<file path="config.mk">
export PLATFORM = sky130hd
export DESIGN_NAME = hbir_ram
export DESIGN_NICKNAME = d
export VERILOG_FILES = /design/src/sv/hbir_ram.sv
export SDC_FILE = /design/constraint.sdc
export NUM_CORES = 1
export LEC_CHECK = 0
export BUFFER_PORTS_ARGS = -buffer_cell sky130_fd_sc_hd__buf_2
export CORE_MARGIN = 2
export CORE_UTILIZATION = 45
export DETAILED_ROUTE_END_ITERATION = 16
export GPL_TIMING_DRIVEN = 0
export PLACE_DENSITY = 0.71
export SLEW_MARGIN = 5
export SYNTH_ARGS = -nofsm -noshare
export SYNTH_HDL_FRONTEND = slang
export SYNTH_SLANG_ARGS = --single-unit
</file>
<file path="constraint.sdc">
create_clock -name clk -period 1.5 [get_ports clk]
set_input_delay 0.15 -clock clk [delete_from_list [all_inputs] [get_ports clk]]
set_output_delay 0.15 -clock clk [all_outputs]
set_load 0.005 [all_outputs]
</file>
<file path="src/sv/hbir_ram.sv">
module hbir_ram #(
	parameter int WIDTH = 8,
	parameter int DEPTH = 16
) (
	input  logic                     clk,
	input  logic                     we,
	input  logic [$clog2(DEPTH)-1:0] waddr,
	input  logic [WIDTH-1:0]         wdata,
	input  logic                     re,
	input  logic [$clog2(DEPTH)-1:0] raddr,
	output logic [WIDTH-1:0]         rdata
);

	logic [WIDTH-1:0] mem [DEPTH];

	// Write port and registered read port
	always_ff @(posedge clk) begin
		if (we) begin
			mem[waddr] <= wdata;
		end
		if (re) begin
			rdata <= mem[raddr];
		end
	end

endmodule

</file>
=== Word level (Yosys, flattened, before mapping) ===
Memory sizes are Yosys's and may differ from the RTL's. A register that Yosys moved wholly into a read port is not among the register bits.
Index checks and enable logic that the tools add are counted.

* Multiplexer cells: 2

{| class="wikitable"
|+ Operators with widths
! cell !! number
|-
| 1-bit two-way mux || 2
|}

* Memory bits (writable): 128
* Register bits after elaboration: 0
* Output and inout port bits: 8
* Memories kept: 1
* Input port bits: 19

{| class="wikitable"
|+ Memories
! memory !! depth !! width !! read ports !! clocked after memory_dff !! write ports !! line !! RTL
|-
| mem || 16 || 8 || 1 || 1 || 1 || 14 || <nowiki>logic [WIDTH-1:0] mem [DEPTH];</nowiki>
|}

=== Longest topological paths before layout ===
Gate-level depths: netlist of run 1.

* Depth in word-level cells: 2
* Gate-level depth with buffers: 5

=== Worst setup path after synthesis of run 1 ===
No wires, ideal clock.

* Path type: input -> register
* From: input port waddr[2]
* To: memory mem[0][0] (enable)
* Setup time: 0.383 ns
* Path buffers: 0
* Data arrival time: 1.260 ns
* Required time: 1.117 ns
* Cell stages on the path: 2
* Path slack: -0.143 ns
* Cells stage by stage: or3b_2 > nor3_1

{| class="wikitable"
|+ RTL lines
! item !! line !! RTL
|-
| start: declaration || 7 || <nowiki>input logic [$clog2(DEPTH)-1:0] waddr,</nowiki>
|-
| end: declaration || 14 ||
|}

Straight into the memory's write port.

==> summary by stage, run 1 <==
Setup path
The destination of the worst register-to-register timing path is rdata[4]$_DFFE_PP_. The worst setup path is launched from a register. The reg-to-reg startpoint is mem[3][4]$_DFFE_PP_. The maximum fanout along the worst path is 1. The worst setup path is captured at a register.

Data on the critical path arrives at its endpoint at around 1.7 ns. The depth of the worst register-to-register path is 3. The required arrival time at the worst endpoint is around 1.7 ns. The internal reg-to-reg setup slack is around 0.00069 ns. The type of the worst setup path is register to register.

Pwr
The part of the total power dissipated in combinational logic is 0.043. Of the total power, registers draw 0.455. The worst-case IR drop observed on VDD is approximately 0.85 mV. The power per standard cell area is between 1500 and 2000 nW/µm². The internal power is a little under 8000 µW. The switching share of power is 0.185. The share of total power dissipated in the clock network is 0.502.

The total power after layout is ~9500 µW. The analysis attributes to cell leakage a power of between 0.002 and 0.0025 µW. The net load switching power is between 1500 and 2000 µW.

Route
Dividing the detail-routed wire length by the instance count gives 22.9 µm. In this run, the number of DRC markers left after iteration 0 of detailed routing was approximately 160. After detailed routing, the number of remaining DRC violations is 0. The total detailed-routing wirelength is 9.84 mm.

The via-per-instance ratio is roughly 5.7. The first detailed-routing pass took 4 iterations. The remaining antenna violation count after routing is 0. The total number of vias is approximately 2500.

GRT
The total congestion overflow after global routing is 0. Entering global routing, the biggest net connects 17 pins. The first-pass GRT wire length is approximately 15 mm.

The via count of the first global-routing pass is between 2000 and 2500. In the global route stage, overall resource usage came out at 0.169. The initial antenna violation count was 0.

Clock tree
The clock sink total is roughly 140. The tree is rooted in a sky130_fd_sc_hd__clkbuf_16. Clock-pin slew was measured on the worst setup and hold paths at 0.06 ns. Hold repair after CTS inserted 0 buffers. The TritonCTS clock tree is built. At the later pin of the worst-skew pair, clock insertion delay measures about 0.41 ns. The buffer levels on the longest clock path is 2.

The clock tree synthesis step divided the H-tree into 4 levels. TritonCTS created 17 clock buffers.

STA
At the pin with the least slew margin, the transition time is between 1 and 1.5 ns. Hold is met by 0.0725 ns. In the finished design, the share of the clock period the worst path needs comes to 1.00. The worst max-slew margin expressed relative to the limit is 0.269. The highest achievable clock rate is roughly 0.67 GHz. Setup repair after global routing could not meet its margin everywhere. The count of pins over their slew limit was 0. The final-layout setup total negative slack is 0 ns. The hold violation count in the final report is 0. The setup skew after layout is around 0.0072 ns. Setup violations remaining at the end of the flow were counted as 0. Setup slack on the critical path of the routed design comes to 0.000688 ns. The clock period minus worst slack is 1.50 ns.

Synthesis
When the netlist entered floorplanning its net count stood at around 250. After synthesis, the cell types taking the most area are sky130_fd_sc_hd__edfxtp_1 (78%), sky130_fd_sc_hd__mux4_2 (7.8%), sky130_fd_sc_hd__mux4_1 (7.0%), sky130_fd_sc_hd__a22oi_1 (2.3%), sky130_fd_sc_hd__nor2_1 (0.93%). The synthesis warning total is 0. Of the synthesized area, sequential elements account for 0.781. The library cell occupying the most area in the post-synthesis netlist is sky130_fd_sc_hd__edfxtp_1.

After synthesis the netlist holds a flip-flop and latch count of 136. The post-synthesis cell type count is 18. In this run the cell area of the synthesized design comes to between 5000 and 6000 µm². The mean area per synthesized cell is ~23 µm². The fraction of synthesized cell area taken by the top area cell type is 0.781. The post-synthesis cell count is approximately 230.

Min path
Counting instances, the worst hold path has a depth of 1. The path class of the tightest hold or removal check is primary input to register. In this run the most critical hold path is launched from re. The path with the worst hold slack has its endpoint at rdata[0]$_DFFE_PP_.

Place
The worst slack after detailed placement is -0.448 ns. The HPWL reported at the end of detailed placement is 6.12 mm. The number of port buffers is 25.

At the end of routability-driven placement, the weighted congestion stood at between 0.7 and 0.8.

Die
The core footprint is roughly 11000 µm². From bottom edge to top edge, the die measures between 100 and 150 µm. The area enclosed by the die boundary is approximately 12000 µm². The floorplan has 39 rows.

The I/O pin total is 27. The initial utilization of the core area, before any placement, comes to 0.460. In this run the horizontal extent of the chip is approximately 110 µm.

Finish
The total inserted antenna cells is 0. The share of the core filled with cells in the final layout is 0.549. The fraction of final layout cells sized beyond drive strength 1 is 0.325. After the last flow step, the layout net total stands at a little under 300. The most common cell after layout, fill and taps aside is sky130_fd_sc_hd__edfxtp_1. From synthesis to final layout, the design area changed by 19.4%.

In the layout the commonest cells are sky130_fd_sc_hd__edfxtp_1 (136), sky130_fd_sc_hd__buf_2 (28), sky130_fd_sc_hd__mux4_2 (20), sky130_fd_sc_hd__clkbuf_16 (17), sky130_fd_sc_hd__nor2_1 (13).

Outcome
The flow ran to the end, and the final reports show no timing, DRC or antenna violations.

Run
The number of max-cap violations is 0.
[flip-flops by register name, summed over array words and instances (netlist names)]
| signal | flops |
|---|---|
| rdata | 8 |
| mem | 128 |
[Yosys cell counts]
| cell type | n |
|---|---|
| sky130_fd_sc_hd__nor2_1 | 13 |
| sky130_fd_sc_hd__nand2b_1 | 2 |
| sky130_fd_sc_hd__clkdlybuf4s25_2 | 3 |
| sky130_fd_sc_hd__nand3b_1 | 2 |
| sky130_fd_sc_hd__or3b_2 | 1 |
| sky130_fd_sc_hd__a22oi_1 | 16 |
| sky130_fd_sc_hd__nand3_1 | 1 |
| sky130_fd_sc_hd__buf_6 | 3 |
| sky130_fd_sc_hd__mux4_1 | 14 |
| sky130_fd_sc_hd__and2_1 | 1 |
| sky130_fd_sc_hd__edfxtp_1 | 136 |
| sky130_fd_sc_hd__mux4_2 | 18 |
| sky130_fd_sc_hd__buf_4 | 1 |
| sky130_fd_sc_hd__buf_2 | 3 |
| sky130_fd_sc_hd__nor3_1 | 4 |
| sky130_fd_sc_hd__nand2_1 | 9 |
| sky130_fd_sc_hd__nor2b_1 | 1 |
| sky130_fd_sc_hd__and2b_1 | 1 |
[cell type report]
| class | instances | area [µm²] |
|---|---|---|
| buffer | 10 | 86.3 |
| clock buffer | 17 | 425 |
| clock inverter | 15 | 255 |
| fill | 846 | 5130 |
| multi-input combinational | 83 | 1080 |
| sequential | 136 | 4080 |
| tap | 143 | 179 |
| timing repair buffer | 25 | 125 |
[metrics by stage]
stage,instances,area [µm²]
global placement,397,5540
CTS,429,6230
floorplan,229,5230
global route,429,6240
finish,429,6240
detailed placement,397,5540
[what timing repair did]
action                     4_1_cts  5_1_grt
setup endpoints to repair        4       16
pin swaps                        1        1
buffers inserted                 0        0
gates resized for setup          4        4
[worst max-delay path, cell delays in order (launching register included)]
cell                       delay (ns)
sky130_fd_sc_hd__edfxtp_1        0.37
sky130_fd_sc_hd__mux4_2          0.49
sky130_fd_sc_hd__a22oi_1         0.26
sky130_fd_sc_hd__nand2_1         0.12
[cells by family after synthesis]
family | count (synthesis) | share of synthesized area
flip-flops | 136 | 0.781
AND/OR/NAND/NOR | 35 | 0.0314
multiplexers | 32 | 0.148
AO/OA/AOI/OAI | 16 | 0.0230
buffers and inverters | 10 | 0.0165
[power by group through the flow]
| stage | Combinational (µW) | Clock [µW] | Sequential [µW] |
|---|---|---|---|
| global placement | 389 | 0 | 4370 |
| finish | 409 | 4740 | 4300 |
| CTS | 410 | 4800 | 4300 |
| global route | 445 | 4950 | 4310 |
| floorplan | 216 | 0 | 4380 |
| detailed placement | 402 | 0 | 4380 |
[worst max-delay path by stage]
stage | endpoint | startpoint | cells after the start | slack [ns]
detailed placement | mem[8][7]$_DFFE_PP_ | waddr[2] | 3 | -0.45
CTS | rdata[0]$_DFFE_PP_ | mem[2][0]$_DFFE_PP_ | 3 | -0.0002
floorplan | rdata[1]$_DFFE_PP_ | raddr[0] | 5 | 0.07
finish | rdata[4]$_DFFE_PP_ | mem[3][4]$_DFFE_PP_ | 3 | 0.0007
global route | rdata[0]$_DFFE_PP_ | mem[2][0]$_DFFE_PP_ | 3 | -0.06
global placement | mem[8][7]$_DFFE_PP_ | waddr[2] | 3 | -0.42
[per-layer routing]
layer  global-route usage  vias up  wire length [µm]  part of all wire
li1                     -     1067                 -                 -
met1                0.238     1282              4270              0.43
met4               0.0593        0                90            0.0091
met3               0.0544        6               610             0.062
met2                0.253       95              4870              0.50
met5                    0        -                 0                 0
Power figures use the tool's default switching activity.
==> run 2: changes to the inputs <==
- MAX_ROUTING_LAYER: unset -> met4
==> run 2 against run 1 <==
Compared with the run above:
- die area did not move
- utilization unchanged
- combinational power is essentially flat
- cell count unchanged
- largest power group unchanged
- highest routed layer unchanged
==> summary by stage, run 2 (synthesized netlist as in run 1, its figures left out) <==
Min path
The instance count along the most critical hold path is 1 (unchanged). The end point of the most critical hold path is rdata[2]$_DFFE_PP_ (was rdata[0]$_DFFE_PP_). The launch instance of the worst min-delay path is re (unchanged). The worst min-delay path class is primary input to register (unchanged).

Clock tree
The number of buffers added by the clock tree synthesis step is 17 (unchanged). The number of levels the H-tree was split into came to 4 (unchanged). The buffer levels on the longest clock path is 2 (unchanged). The TritonCTS clock tree is built (unchanged). The buffer count from post-CTS setup fixing is 0 (unchanged). The quantity of hold-fixing buffers added after cts is 0 (unchanged). The clock transition at the register clock pins on the worst setup and hold paths after CTS is 0.06 ns (about the same). The clock latency on the worst-skew pair is 0.41 ns (about the same). The clock sink total is 136 (unchanged). The root buffer selected by CTS is sky130_fd_sc_hd__clkbuf_16 (unchanged).

Die
The core footprint is 11400 µm² (unchanged). The effective utilization at floorplan is 0.460 (unchanged). The die width was 112 µm (unchanged).

The I/O pin total came to 27 (unchanged). The height of the die is 112 µm (unchanged). The area enclosed by the die boundary is 12500 µm² (unchanged). The row count is 39 (unchanged).

Route
The residual DRC count is 0 (unchanged). The number of violations reported at the end of detailed-routing iteration 0 came to 210 (was 163). The total number of vias was 2415 (was 2450). The iteration count of the initial detailed-routing pass came to 4 (unchanged).

The total detailed-routing wirelength came to 9.81 mm (was 9.84 mm). The remaining antenna violation count after routing is 0 (unchanged). The via-per-instance ratio is 5.63 (was 5.71).

The average routed wire per standard cell is 22.9 µm (about the same).

Place
The final estimated routing congestion in global placement is 0.712 (was 0.704). The count of placed standard cells including taps is 397 (unchanged). The number of port buffers was 25 (unchanged). The HPWL reported at the end of detailed placement is 6.12 mm (unchanged). The instance area at placement is 5540 µm² (unchanged).

Setup path
The type of the worst setup path is register to register (unchanged). The required arrival time at the worst endpoint came to 1.65 ns (about the same). The data arrival time of the critical path came to 1.64 ns (was 1.65 ns). The maximum fanout along the worst path was 1 (unchanged). The startpoint type of the worst setup path is a register (unchanged). The startpoint of the most critical setup path is mem[3][4]$_DFFE_PP_ (unchanged). The reg-to-reg startpoint is mem[3][4]$_DFFE_PP_ (unchanged).

The destination of the worst register-to-register timing path is rdata[4]$_DFFE_PP_ (unchanged). The critical path capture point type is a register (unchanged). The internal reg-to-reg setup slack is 0.01 ns (was 0.0007 ns).

The depth of the worst register-to-register path is 3 (unchanged).

Finish
The fill cell instance count of the final layout is 846 (unchanged). The area added between synthesis and finish is 19.4% (unchanged). The register bank with the most flops was mem (unchanged). The fraction of final layout cells sized beyond drive strength 1 is 0.325 (unchanged). The post-route cell area is 6240 µm² (unchanged).

Top library cells by usage in the layout, fill and taps aside: sky130_fd_sc_hd__edfxtp_1 (136), sky130_fd_sc_hd__buf_2 (28), sky130_fd_sc_hd__mux4_2 (20), sky130_fd_sc_hd__clkbuf_16 (17), sky130_fd_sc_hd__nor2_1 (13) (unchanged). The final net count was 292 (unchanged). Largest registers: mem (128), rdata (8) (unchanged).

The flip-flop count of the largest register, all copies and words added came to 128 (unchanged). The non-filler instance count after layout is 429 (unchanged). The total inserted antenna cells is 0 (unchanged). The most common cell after layout, fill and taps aside is sky130_fd_sc_hd__edfxtp_1 (unchanged).

Pwr
The worst-case vdd ir drop is 0.843 mV (was 0.845 mV). The leakage power of the design is 0.00207 µW (unchanged). The power per standard cell area is 1520 nW/µm² (about the same).

STA
Unrepaired setup endpoints after global routing: yes (unchanged). The clock period minus worst slack came to 1.49 ns (was 1.50 ns). The worst hold slack is 0.0755 ns (was 0.0725 ns). The actual transition at the worst max-transition pin is 1.09 ns (about the same). The setup skew after layout was 0.00499 ns (was 0.00725 ns).

The number of failing setup endpoints in the final timing report is 0 (unchanged). The hold violation count in the final report was 0 (unchanged). The highest achievable clock rate was 0.671 GHz (was 0.667 GHz).

The count of pins over their slew limit is 0 (unchanged). The share of the clock period used by the worst path after layout came to 0.993 (was 1.00). The worst max-slew margin expressed relative to the limit is 0.271 (was 0.269).

GRT
The first-pass GRT wire length is 14.9 mm (about the same). The global-route usage over all layers was 0.174 (was 0.169). The via count of the first global-routing pass is 2464 (was 2475).

The pin count of the biggest net entering global routing is 17 (unchanged). The initial antenna violation count is 0 (unchanged). The total congestion overflow after global routing is 0 (unchanged).

Outcome
Result of the run: finished, final reports clean (unchanged).

Run
The number of max-cap violations was 0 (unchanged).
run 2: critical path, cell delays in order (launching register included):
cell	delay [ns]
sky130_fd_sc_hd__edfxtp_1	0.37
sky130_fd_sc_hd__mux4_2	0.49
sky130_fd_sc_hd__a22oi_1	0.26
sky130_fd_sc_hd__nand2_1	0.11
run 2: cell type report:
cell class / count / area (µm²) / area share
tap: 143 / 179 / 0.0287
clock inverter: 15 / 255 / 0.0409
clock buffer: 17 / 425 / 0.0682
multi-input combinational: 83 / 1080 / 0.174
buffer: 10 / 86.3 / 0.0138
timing repair buffer: 25 / 125 / 0.0201
sequential: 136 / 4080 / 0.655
run 2: stage by stage:
| step | setup slack, ns | power (µW) | TNS, ns | util |
|---|---|---|---|---|
| final | 0.0103 | 9460 | 0 | 0.549 |
| after global routing | -0.0616 | 9700 | -0.224 | 0.549 |
| after CTS | -0.000159 | 9510 | -0.000159 | 0.548 |
| after detailed placement | -0.448 | 4780 | -23.03 | 0.487 |
| after global placement | -0.421 | 4760 | -20.43 | 0.487 |
| after floorplan | 0.0676 | 4590 | 0 | - |
run 2: worst max-delay path by stage:
stage	endpoint	slack, ns	cells after the start
2_1_floorplan	rdata[1]$_DFFE_PP_	0.07	5
3_3_place_gp	mem[8][7]$_DFFE_PP_	-0.42	3
3_5_place_dp	mem[8][7]$_DFFE_PP_	-0.45	3
4_1_cts	rdata[0]$_DFFE_PP_	-0.0002	3
5_1_grt	rdata[0]$_DFFE_PP_	-0.06	3
6_report	rdata[4]$_DFFE_PP_	0.01	3
run 2: what timing repair did:
item                       in CTS  in global routing
gates resized for setup         4                  4
cloned                          0                  0
setup endpoints to repair       4                 16
pin swaps                       1                  1
run 2: layer usage:
layer  vias up  GRT usage  wire length, µm
met1      1256      0.240             4350
met3        15     0.0501              604
li1       1068          -                -
met5         -          -                0
met2        76      0.252             4730
met4         0     0.0617              128
run 2: where the power goes:
| part | total, µW | switching, µW | internal, µW |
|---|---|---|---|
| registers | 4300 | 18.3 | 4280 |
| logic | 408 | 240 | 169 |
| clock network | 4750 | 1490 | 3260 |
| total | 9460 | 1750 | 7710 |
